[src/rtl/sliding_mode_heater_controller_macros.svh]
// Assertion macros for the sliding-mode heater controller.
// Depends on a clock named clk and a synchronous reset named rst in the including scope.
`ifndef SLIDING_MODE_HEATER_CONTROLLER_MACROS_SVH
`define SLIDING_MODE_HEATER_CONTROLLER_MACROS_SVH
`ifndef SYNTHESIS
`define SMHC_ASSERT(label, prop, msg) \
  label: assert property (@(posedge clk) disable iff (rst) prop) else $error(msg);
`define SMHC_NEVER(label, cond, msg) \
  label: assert property (@(posedge clk) disable iff (rst) !(cond)) else $error(msg);
`else
`define SMHC_ASSERT(label, prop, msg)
`define SMHC_NEVER(label, cond, msg)
`endif
`endif

[src/rtl/smhc_pkg.sv]
// Shared types and constants for the sliding-mode heater controller.
// No dependencies; used by the register-write interface, the serial units and the top level.
package smhc_pkg;

  localparam int DIV_W  = 48;
  localparam int QUO_W  = 28;
  localparam int MUL_A_W = 28;
  localparam int MUL_B_W = 17;
  localparam int MUL_P_W = MUL_A_W + MUL_B_W;
  localparam int CNT_W  = 5;
  localparam int CFG_IDX_W  = 3;
  localparam int CFG_DATA_W = 16;

  typedef enum logic [CFG_IDX_W-1:0] {
    REG_LAMBDA_HEAT = 3'd0,
    REG_LAMBDA_COOL = 3'd1,
    REG_ALPHA       = 3'd2,
    REG_SWITCH_GAIN = 3'd3,
    REG_COOL_FACTOR = 3'd4,
    REG_BOUNDARY    = 3'd5,
    REG_DUTY_LIMIT  = 3'd6
  } cfg_reg_t;

  typedef struct packed {
    logic             start;
    logic [DIV_W-1:0] num;
    logic [DIV_W-1:0] den;
    logic [CNT_W-1:0] bits;
  } div_req_t;

  typedef struct packed {
    logic             busy;
    logic             done;
    logic [QUO_W-1:0] quo;
  } div_rsp_t;

  typedef struct packed {
    logic               start;
    logic [MUL_A_W-1:0] a;
    logic [MUL_B_W-1:0] b;
  } mul_req_t;

  typedef struct packed {
    logic               busy;
    logic               done;
    logic [MUL_P_W-1:0] prod;
  } mul_rsp_t;

endpackage

[src/rtl/smhc_div.sv]
// Restoring divider producing one quotient bit per cycle, shared by all divisions.
// Depends on smhc_pkg; the divisor arrives already shifted to the top quotient bit.
module smhc_div import smhc_pkg::*; (
  input  logic     clk,
  input  logic     rst,
  input  div_req_t req,
  output div_rsp_t rsp
);

  logic [DIV_W-1:0] rem;
  logic [DIV_W-1:0] den;
  logic [QUO_W-1:0] quo;
  logic [CNT_W-1:0] cnt;
  logic             busy;
  logic             done;
  logic [DIV_W:0]   diff;

  assign diff = {1'b0, rem} - {1'b0, den};

  always_ff @(posedge clk) begin
    if (rst) begin
      busy <= 1'b0;
      done <= 1'b0;
      cnt  <= '0;
    end else begin
      done <= 1'b0;
      if (req.start) begin
        busy <= 1'b1;
        cnt  <= req.bits;
      end else if (busy) begin
        cnt <= cnt - CNT_W'(1);
        if (cnt == CNT_W'(1)) begin
          busy <= 1'b0;
          done <= 1'b1;
        end
      end
    end
  end

  always_ff @(posedge clk) begin
    if (req.start) begin
      rem <= req.num;
      den <= req.den;
      quo <= '0;
    end else if (busy) begin
      if (!diff[DIV_W]) begin
        rem <= diff[DIV_W-1:0];
      end
      quo <= {quo[QUO_W-2:0], ~diff[DIV_W]};
      den <= den >> 1;
    end
  end

  assign rsp = '{busy: busy, done: done, quo: quo};

endmodule

[config.mk]
export PLATFORM = sky130hd
export DESIGN_NAME = smhc_div
export DESIGN_NICKNAME = d
export VERILOG_FILES = /design/src/rtl/sliding_mode_heater_controller_macros.svh /design/src/rtl/smhc_pkg.sv /design/src/rtl/smhc_div.sv
export SDC_FILE = /design/constraint.sdc
export NUM_CORES = 1
export LEC_CHECK = 0
export BUFFER_PORTS_ARGS = -buffer_cell sky130_fd_sc_hd__buf_2
export CORE_AREA = 2 2 131 133
export DETAILED_ROUTE_END_ITERATION = 6
export DIE_AREA = 0 0 133 135
export PLACE_DENSITY = 0.71
export REMOVE_ABC_BUFFERS = 1
export SLEW_MARGIN = 20
export SYNTH_ARGS = -nofsm -noshare
export SYNTH_HDL_FRONTEND = slang
export SYNTH_SLANG_ARGS = --single-unit
[constraint.sdc]
create_clock -name clk -period 8.04 [get_ports clk]
set_input_delay 1.206 -clock clk [delete_from_list [all_inputs] [get_ports clk]]
set_output_delay 1.206 -clock clk [all_outputs]
set_load 0.005 [all_outputs]
== After elaboration in Yosys (flattened, before gate mapping) ==
Cells that the tools add are included.
Storage, ports and cells
  word-level logic and storage cells: 26
  bits in registers: 131
  output and inout port bits: 30
Operators by class
  bitwise gates (word level): 2
  equal/unequal tests: 2
  multiplexer cells: 11
  reduce and logical (&&, ||, !) cells: 3
  add/subtract/negate cells: 2
Operator list (number)
  48-bit two-way mux: 5
  48-bit by 48-bit subtractor with 49-bit output: 1
  5-bit two-way mux: 2
  5-bit by 1-bit equality test with 1-bit output, second input constant: 1
  5-bit by 1-bit subtractor with 5-bit output, second input constant: 1
  1-bit two-way mux: 4
  3-bit OR reduction: 1
  2-bit inequality test, second input constant: 1
  1-bit inverter: 2
  2-bit AND reduction: 1
  2-bit nonzero test: 1

== Depth between registers and ports, before layout ==
Gate-level depths: netlist of the first run.
  depth after elaboration: 4
  depth in mapped cells: 11
  gate-level depth less buffers: 11

== Worst setup path after synthesis of the first run ==
OpenSTA, ideal clock, no wires.
  kind: flip-flop to flip-flop
  start point: register den[0]
  end point: register rem[0] (enable)
  cell stages (with the launch flop): 11
  period minus slack after synthesis: 5.901 ns
  path slack: 2.139 ns
  buffers on the path: 0
  arrival: 5.381 ns
  setup time: 0.520 ns
  path through: edfxtp_1 -> ha_1 -> fa_1 -> nor2b_1 -> o21bai_1 -> a21o_1 -> a211oi_1 -> o21ai_0 -> nand2_1 -> a21oi_1 -> o21ai_0
On the way
  longest elaborated chain between the ends: 3
RTL lines
  from (decl): line smhc_div.sv:11  | logic [DIV_W-1:0] den;
  from (signal assigned): line smhc_div.sv:43  | den <= req.den;
  from (signal assigned): line smhc_div.sv:50  | den <= den >> 1;
  48-bit by 48-bit subtractor with 49-bit output: line smhc_div.sv:18  | assign diff = {1'b0, rem} - {1'b0, den};
  2-bit inequality test (no line)
  2-bit AND reduction (no line)
  to (signal assigned): line smhc_div.sv:42  | rem <= req.num;
  to (signal assigned): line smhc_div.sv:47  | rem <= diff[DIV_W-1:0];
  to (decl): line smhc_div.sv:10  | logic [DIV_W-1:0] rem;
Every way passes these cells.
A chain may end at the register's enable or synchronous reset.

== Final worst setup path of the first run ==
  start point: register den[0]
  end point: register rem[30] (enable)
The elaborated chain is that of the path after synthesis.

==> metrics.csv, run 1 <==
stage,metric,value,unit
floorplanning,die_area,17960,µm²
sta,final.min_clock_period,3802,ps
floorplanning,start_util,0.4983,
placement,dp_cells,1220,
pwr,p_seq_frac,0.333,
sta,tightestPinTransition,927.6,ps
critical_path,cp-startpoint,den[0]$_DFFE_PP_,
yosys,synth_edf_count,96,
cts,cts-root-buf,clkbuf_16,
cts,holdBufCountCts,0,
floorplanning,io_pins,134,
cts,postCtsSetupRepairBufs,0,
critical_path,path_buf_inv,1,
yosys,netlist_area,8175,µm²
floorplanning,core,16410,µm²
yosys,ys_warn_count,0,
sta,slew-limit-headroom,0.3809,
critical_path,cp-start-kind,flop,
sta,fmax,263.0,MHz
pwr,comb_power_share,0.394,
placement,placed_cell_area,8960,µm²
critical_path,critPathKind,flop to flop,
critical_path,crit_family,compound AO/OA/AOI/OAI gates,
yosys,avgSynthCellArea,8.994,µm²
pwr,peakVddDrop,0.1853,mV
finish,nets,1174,
global_routing,grt_use_total,0.2165,
pwr,p_sw_frac,0.3706,
global_routing,grt_pass1_vias,6470,
routing,drt_first_pass_iters,5,
pwr,total_power,2.712,mW
critical_path,end_kind,flop,
finish,diodes,0,
global_routing,grt_max_degree,95,
sta,fin_ws,4238,ps
routing,wl_per_cell,15.25,µm
cts,htree_num_levels,4,
pwr,intPower,1.707,mW
hold_path,min_path_type,flop to flop,
global_routing,antenna_found_initial,0,
cts,numCtsBuffers,17,
global_routing,grt_overflow_total,0,
cts,clock_sinks,131,
placement,dp_hpwl,13.71,mm
placement,port_buffers,133,
routing,detail-route-antenna-nets,0,
cts,clockBufferDepth,2,
routing,drt-total-wl,19.10,mm
sta,holdWs,500.8,ps
yosys,synth_sequential_area_ratio,0.4383,
placement,pre_cts_slack,4274,ps
finish,drive_gt1_frac,0.1822,
placement,gp_congestion,0.8800,
routing,drtIter0Drc,485,
sta,final-hold-violation-count,0,
hold_path,worstHoldStart,quo[27]$_SDFFE_PP0P_,
pwr,power.switching,1.005,mW
critical_path,cpPeakStageDelay,520,ps
pwr,powerDensity,284.9,nW/µm²
finish,layout.cells.non_filler,1252,
finish,syn_to_final_growth,16.44,%
cts,cts_tree,yes,
routing,via_count,6804,
flow_run,maxCapViolCount,0,
sta,grt_setup_unrepaired,no,
critical_path,cp_data_arrival_time,3860,ps
finish,final_cell_area,9519,µm²
sta,post-route-period-util,0.4729,
floorplanning,die_y,135,µm
critical_path,worstPathMaxFanout,33,
critical_path,crit_path_top_delay_cell,buf_4,
floorplanning,die_w,133,µm
sta,setup_viol,0,
routing,post-route-drc-count,0,
routing,avgViaCountPerCell,5.435,
critical_path,reg2reg_from,den[0]$_DFFE_PP_,
critical_path,cp.required,8100,ps
finish,final_core_util,0.5802,
yosys,synthCells,909,
sta,fin_worst_skew,11.47,ps
cts,insertion_delay,430,ps
yosys,yosys_register_bits,131,
sta,drv_slew,0,
run_status,status,finished clean,
cts,path_clk_slew,70,ps
pwr,pwr-share-clk,0.273,
pwr,total_leakage_power,4.150,nW
floorplanning,rows,47,
sta,totalNegativeSetupSlack,0,ps
yosys,synth.distinct_cells,63,
yosys,ys_async_sr_fraction,0,
cts,cts_resized,0,
global_routing,grt_pass1_wl,30.93,mm
yosys,synth_ff_type,edfxtp_1,
critical_path,crit_chain,"ha_1, fa_1, nor2b_1, o21bai_1, a21o_1, a211oi_1, o21ai_0, nand2_1, a21oi_1, o21ai_4, buf_4",
power groups by stage:
stage                     clock [mW]  sequential, mW  combinational (mW)
after floorplan                    0           0.913               0.808
after global placement             0           0.911                1.04
after detailed placement           0           0.916                1.05
after CTS                      0.750           0.903                1.06
after global routing           0.776           0.913                1.20
final                          0.740           0.902                1.07
registers in the layout, summed over array words and instances (netlist names):
signal,cells
den,48
rem,48
quo,28
cnt,5
busy,1
done,1
worst register-to-register path: cells and delay by family (launching register included):
family,cells,cell delay [ps]
flops,1,380
fa+ha+maj,2,630
simple gates,2,340
buf+inv,1,520
compound gates,6,1550
final timing paths:
| check | slack, ps | endpoint | depth (start not counted) |
|---|---|---|---|
| worst max-delay path | 4240 | rem[30]$_DFFE_PP_ | 11 |
| worst min-delay path | 500 | quo[27]$_SDFFE_PP0P_ | 2 |
| worst max register to register | 4240 | rem[30]$_DFFE_PP_ | 11 |
| worst min register to register | 500 | quo[27]$_SDFFE_PP0P_ | 2 |
kinds of logic (layout without fill, tap and decap cells):
kind of cell | after synthesis | in the layout | synth area share
buffers and inverters | 111 | 234 | 0.05571
AND/OR/NAND/NOR | 280 | 280 | 0.1511
adder cells (fa/ha/maj) | 51 | 51 | 0.07897
flip-flops | 131 | 131 | 0.4383
AO/OA/AOI/OAI | 268 | 268 | 0.1983
multiplexers | 31 | 31 | 0.03796
XOR/XNOR | 37 | 37 | 0.03964
Yosys cell counts (all sizes together), types with 3 or more instances:
master	n	area, µm²
o21ai	116	584.3
clkbuf	36	135.1
a21o	24	180.2
nor2b	4	25.02
nand3	11	60.06
a311oi	3	32.53
xnor2	24	210.2
a221oi	3	26.28
nor3	8	40.04
a21oi	64	324.1
a31oi	7	43.79
nand2	146	548.0
nor2	68	255.2
nor4	5	31.28
o211ai	5	42.54
o31ai	6	45.04
buf	11	80.07
and2	6	37.54
a211oi	10	85.08
inv	63	236.5
o21bai	5	37.54
dfxtp	35	700.7
o22ai	5	31.28
mux2i	31	310.3
or3	3	23.77
ha	50	625.6
o21a	5	37.54
xor2	13	113.9
nand2b	7	43.79
edfxtp	96	2883
nand4	11	83.83
layout by cell type (no fill, tap or decap), drive strengths merged, types with 6 or more instances in the layout:
cell,n
nand2,146
buf,138
o21ai,116
edfxtp,96
inv,72
nor2,68
a21oi,64
ha,50
dfxtp,35
mux2i,31
a21o,24
xnor2,24
clkbuf,19
xor2,13
nand4,11
nand3,11
a211oi,10
nor3,8
nand2b,7
a31oi,7
and2,6
o31ai,6
per-layer routing:
layer / track usage / vias up / wire, µm
li1: - / 3460 / -
met2: 0.3497 / 200 / 8675
met3: 0.05368 / 26 / 1137
met4: 0.06989 / 0 / 310
met5: 0 / - / 0
met1: 0.2876 / 3118 / 8975
final cells by class:
| cell class | count | area, µm² |
|---|---|---|
| repair buffers | 138 | 709.4 |
| well taps | 220 | 275.3 |
| multi-input cells | 667 | 4150 |
| fillers | 1489 | 6888 |
| inverters | 64 | 240.2 |
| clock buffers | 19 | 442.9 |
| flip-flops and latches | 131 | 3585 |
| clock inverters | 13 | 116.4 |
No activity file was read; power rests on OpenSTA's default activity.
==> run 2, diff against run 1 <==
clock period = 3.95 ns   (was 8.04 ns; I/O delays follow)
==> run 2 against run 1 <==
Net effect:
- die area stayed put
- clock power is 100% higher
- sequential cell count stayed put
- global-route usage is 0.068 points lower
- routed wire length is 1.8% lower
- combinational power is 100% higher
- hold slack worse by 110 ps
- via count is 1.5% lower
- largest cell class unchanged
==> metrics.csv, run 2 (synthesized netlist as in run 1, its figures left out) <==
stage,metric,value,unit
global_routing,grt_use_total,0.2158,
sta,tightestPinTransition,643.1,ps
cts,path_clk_slew,60,ps
sta,slew-limit-headroom,0.5713,
floorplanning,start_util,0.4983,
critical_path,crit_path_top_delay_cell,fa_1,
finish,nets,1176,
run_status,status,finished clean,
cts,postCtsSetupRepairBufs,0,
hold_path,worstHoldStart,req[3],
cts,insertion_delay,420,ps
cts,holdBufCountCts,0,
routing,detail-route-antenna-nets,0,
cts,cts_resized,0,
routing,post-route-drc-count,0,
global_routing,antenna_found_initial,1,
pwr,total_leakage_power,4.169,nW
critical_path,path_buf_inv,1,
placement,placed_cell_area,8975,µm²
critical_path,cp-start-kind,flop,
pwr,total_power,5.505,mW
routing,wl_per_cell,14.94,µm
critical_path,end_kind,flop,
floorplanning,die_w,133,µm
cts,htree_num_levels,4,
routing,drt-total-wl,18.75,mm
critical_path,r2r_end,rem[30]$_DFFE_PP_,
global_routing,grt_pass1_vias,6578,
placement,dp_cells,1222,
critical_path,critPathCapture,rem[30]$_DFFE_PP_,
placement,dp_hpwl,13.60,mm
floorplanning,core,16410,µm²
finish,largestRegisters,"den: 48 flops, rem: 48 flops, quo: 28 flops",
pwr,powerDensity,576.7,nW/µm²
critical_path,cp_data_arrival_time,3310,ps
floorplanning,io_pins,134,
critical_path,r2r_slack,720,ps
finish,syn_to_final_growth,16.77,%
sta,fin_worst_skew,7.362,ps
floorplanning,rows,47,
sta,drv_slew,0,
placement,port_buffers,133,
sta,setup_viol,0,
global_routing,grt_max_degree,90,
critical_path,reg2reg_from,den[0]$_DFFE_PP_,
sta,post-route-period-util,0.8175,
sta,fmax,309.7,MHz
routing,drtIter0Drc,496,
critical_path,critPathKind,flop to flop,
critical_path,cpPeakStageDelay,410,ps
finish,final_cell_mix,"nand2_1 (145), buf_2 (132), o21ai_0 (106), edfxtp_1 (96), nor2_1 (68)",
finish,final_cell_area,9547,µm²
global_routing,grt_pass1_wl,31.23,mm
routing,via_count,6705,
flow_run,maxCapViolCount,0,
critical_path,cp.depth,11,
critical_path,cp.required,4030,ps
hold_path,min_path_type,input pin to flop,
cts,clock_sinks,131,
cts,cts-root-buf,clkbuf_16,
floorplanning,die_y,135,µm
sta,totalNegativeSetupSlack,0,ps
sta,grt_setup_unrepaired,no,
finish,layout.cells.non_filler,1255,
critical_path,r2r_cells,11,
finish,final_common_cell,nand2_1,
cts,clockBufferDepth,2,
cts,cts_tree,yes,
critical_path,crit_chain,"ha_1, fa_1, nor2b_1, o21bai_1, a21o_1, a211oi_1, o21ai_0, nand2_1, a21oi_1, o21ai_4, buf_4",
routing,avgViaCountPerCell,5.343,
critical_path,cp-startpoint,den[0]$_DFFE_PP_,
global_routing,grt_overflow_total,0,
routing,drt_first_pass_iters,5,
critical_path,worstPathMaxFanout,27,
sta,final.min_clock_period,3229,ps
finish,drive_gt1_frac,0.1838,
placement,gp_congestion,0.8786,
pwr,peakVddDrop,0.3443,mV
critical_path,crit_family,compound AO/OA/AOI/OAI gates,
sta,final-hold-violation-count,0,
cts,numCtsBuffers,17,
floorplanning,die_area,17960,µm²
run 2: cell types whose count changed in the layout (fill, tap and decap cells not counted):
cell,change
clkinv_2,+3
diode_2,+1
clkbuf_16,+2
inv_8,-2
clkinv_4,+1
inv_6,-6
clkbuf_2,+1
inv_4,+1
buf_4,+2
run 2: stage by stage:
stage	hold slack (ps)	worst slack, ps	utilization
2_1_floorplan	484.8	-1951	-
3_3_place_gp	469.5	824.3	0.5470
3_5_place_dp	484.0	757.1	0.5470
4_1_cts	381.5	739.3	0.5817
5_1_grt	412.9	520.6	0.5817
6_report	395.3	720.9	0.5819
run 2: routing by layer:
metal  track usage  vias to the layer above  wire length, µm
met5             0                        -                0
met4       0.06631                        0              275
met3       0.06044                       26             1134
met2        0.3457                      161             8425
met1        0.2859                     3058             8912
li1              -                     3460                -
run 2: worst min path at each step:
stage                                      end  slack [ps]  depth (start not counted)
after floorplan            quo[0]$_SDFFE_PP0P_         480                          2
after global placement    quo[27]$_SDFFE_PP0P_         470                          2
after detailed placement  quo[27]$_SDFFE_PP0P_         480                          2
after CTS                  cnt[3]$_SDFFE_PP0P_         380                          3
after global routing       cnt[2]$_SDFFE_PP0P_         410                          3
final                      cnt[3]$_SDFFE_PP0P_         400                          3
run 2: worst reg2reg max path, cell delays in order (launching register included):
cell and delay [ps]:
edfxtp_1 370, ha_1 210, fa_1 410, nor2b_1 170, o21bai_1 100, a21o_1 240, a211oi_1 400, o21ai_0 200
nand2_1 140, a21oi_1 120, o21ai_4 140, buf_4 360
run 2: cell type report:
class                      count  area (µm²)
multi-input combinational    667        4150
tap                          220       275.3
sequential                   131        3585
inverter                      64       240.2
timing repair buffer         140       724.4
fill                        1462        6860
antenna                        1       2.502
clock buffer                  22       498.0
clock inverter                10       71.32
run 2: where the power goes:
| group | total [mW] | switching, mW | internal [mW] |
|---|---|---|---|
| Clock | 1.49 | 0.597 | 0.897 |
| Combinational | 2.18 | 1.31 | 0.869 |
| Sequential | 1.83 | 0.0687 | 1.76 |
| Total | 5.51 | 1.97 | 3.53 |
==> run 3, diff against run 2 <==
clock period = 3.4 ns   (was 3.95 ns; I/O delays follow)
==> run 3 against run 2 <==
Net effect:
- via count is 1.8% higher
- sequential power rose by 17%
- count of clock-buffer cells in the layout shrank 3
- setup slack worse by 390 ps
- die area did not move
- register-to-register slack worse by 390 ps
- first-iteration DRC count shrank 23%
- fmax up 5.2%
- hold slack worse by 78 ps
- sequential share of layout area is 0.098 points lower
- highest routed layer unchanged
==> metrics.csv, run 3 (synthesized netlist as in run 1, its figures left out) <==
stage,metric,value,unit
critical_path,cp-start-kind,flop,
pwr,total_leakage_power,4.181,nW
global_routing,grt_overflow_total,0,
floorplanning,rows,47,
global_routing,grt_use_total,0.2206,
placement,dp_cells,1225,
sta,post-route-period-util,0.9026,
routing,drt_first_pass_iters,5,
floorplanning,die_area,17960,µm²
finish,final_common_cell,nand2_1,
sta,fmax,325.9,MHz
routing,wl_met2,8.630,mm
global_routing,grt_max_degree,80,
finish,layout.cells.non_filler,1256,
floorplanning,core,16410,µm²
finish,syn_to_final_growth,17.08,%
cts,clockBufferDepth,2,
finish,nFillCells,1513,
finish,nets,1179,
floorplanning,io_pins,134,
cts,holdBufCountCts,0,
finish,final_core_util,0.5834,
finish,drive_gt1_frac,0.1853,
sta,drv_slew,0,
sta,slew-limit-headroom,0.5661,
finish,seq_area,3585,µm²
pwr,powerDensity,670.3,nW/µm²
cts,htree_num_levels,4,
routing,avgViaCountPerCell,5.432,
sta,final.min_clock_period,3069,ps
cts,numCtsBuffers,17,
sta,fin_ws,331.2,ps
routing,wl_per_cell,15.34,µm
pwr,peakVddDrop,0.4118,mV
finish,multi_input_area,4150,µm²
global_routing,grt_pass1_wl,31.68,mm
routing,via_count,6823,
sta,tightestPinTransition,650.9,ps
critical_path,cp.required,3560,ps
sta,setup_viol,0,
cts,insertion_delay,430,ps
routing,wl_met3,1.281,mm
sta,holdWs,317.6,ps
finish,diodes,0,
routing,drt-total-wl,19.26,mm
cts,cts_resized,0,
critical_path,cp_data_arrival_time,3220,ps
placement,dp_hpwl,14.02,mm
critical_path,critPathKind,flop to flop,
placement,gp_congestion,0.8704,
routing,post-route-drc-count,0,
floorplanning,die_y,135,µm
routing,drtIter0Drc,380,
floorplanning,die_w,133,µm
cts,postCtsSetupRepairBufs,0,
cts,clock_sinks,131,
cts,cts_tree,yes,
finish,largestRegisters,"den: 48 flops, rem: 48 flops, quo: 28 flops",
routing,detail-route-antenna-nets,0,
routing,wl_met1,9.162,mm
flow_run,maxCapViolCount,0,
finish,final_cell_mix,"nand2_1 (145), buf_2 (132), o21ai_0 (106), edfxtp_1 (96), nor2_1 (68)",
critical_path,worstPathMaxFanout,40,
cts,path_clk_slew,60,ps
placement,port_buffers,133,
floorplanning,start_util,0.4983,
critical_path,end_kind,flop,
sta,grt_setup_unrepaired,no,
cts,cts-root-buf,clkbuf_16,
sta,final-hold-violation-count,0,
hold_path,min_path_type,input pin to flop,
placement,pre_cts_slack,372.7,ps
routing,routed.top_layer,met4,
run_status,status,finished clean,
global_routing,grt_pass1_vias,6536,
sta,fin_worst_skew,14.18,ps
global_routing,antenna_found_initial,1,
[run 3: cell count changes in the layout (fill, tap and decap cells not counted), sizes merged]
cell    previous run  this run
clkbuf            22        19
diode              1         0
clkinv             9         7
inv               65        69
buf              140       143
[run 3: power breakdown]
| part | internal [mW] | switching [mW] |
|---|---|---|
| registers | 2.05 | 0.0913 |
| clock network | 0.984 | 0.739 |
| logic | 1.03 | 1.53 |
[run 3: through the flow]
stage	total power, mW	TNS [ps]	cell area, µm²
finish	6.416	0	9572
global route	6.845	0	9572
CTS	6.432	0	9572
detailed placement	4.693	0	9022
global placement	4.664	0	9022
floorplan	4.070	-120060	7960
[run 3: layout make-up]
class,count,share of cell area
clock inverter,12,0.009935
inverter,64,0.02510
clock buffer,19,0.04745
tap,220,0.02876
multi-input combinational,667,0.4336
sequential,131,0.3745
timing repair buffer,143,0.08065
[run 3: path summary, 6_finish.rpt]
check                                     startpoint  slack, ps              endpoint  cells past startpoint
worst min-delay path                          req[3]        320   cnt[3]$_SDFFE_PP0P_                      3
worst max-delay path               rem[11]$_DFFE_PP_        330     rem[30]$_DFFE_PP_                     11
worst max register to register     rem[11]$_DFFE_PP_        330     rem[30]$_DFFE_PP_                     11
worst min register to register  quo[27]$_SDFFE_PP0P_        490  quo[27]$_SDFFE_PP0P_                      2
[run 3: critical path, cell delays in order (launching register included)]
cell and delay [ps]:
edfxtp_1 370, ha_1 380, a21oi_1 150, o21ai_1 130, nor4_1 410, a211oi_1 140
buf_4 160, o21ai_0 260, nand2_1 150, a21oi_1 320, o21ai_4 90, buf_12 220
[run 3: metal layers]
layer | GRT usage | vias to the layer above
li1 | - | 3469
met4 | 0.05735 | 0
met2 | 0.3538 | 198
met3 | 0.05818 | 17
met5 | 0 | -
met1 | 0.2983 | 3139
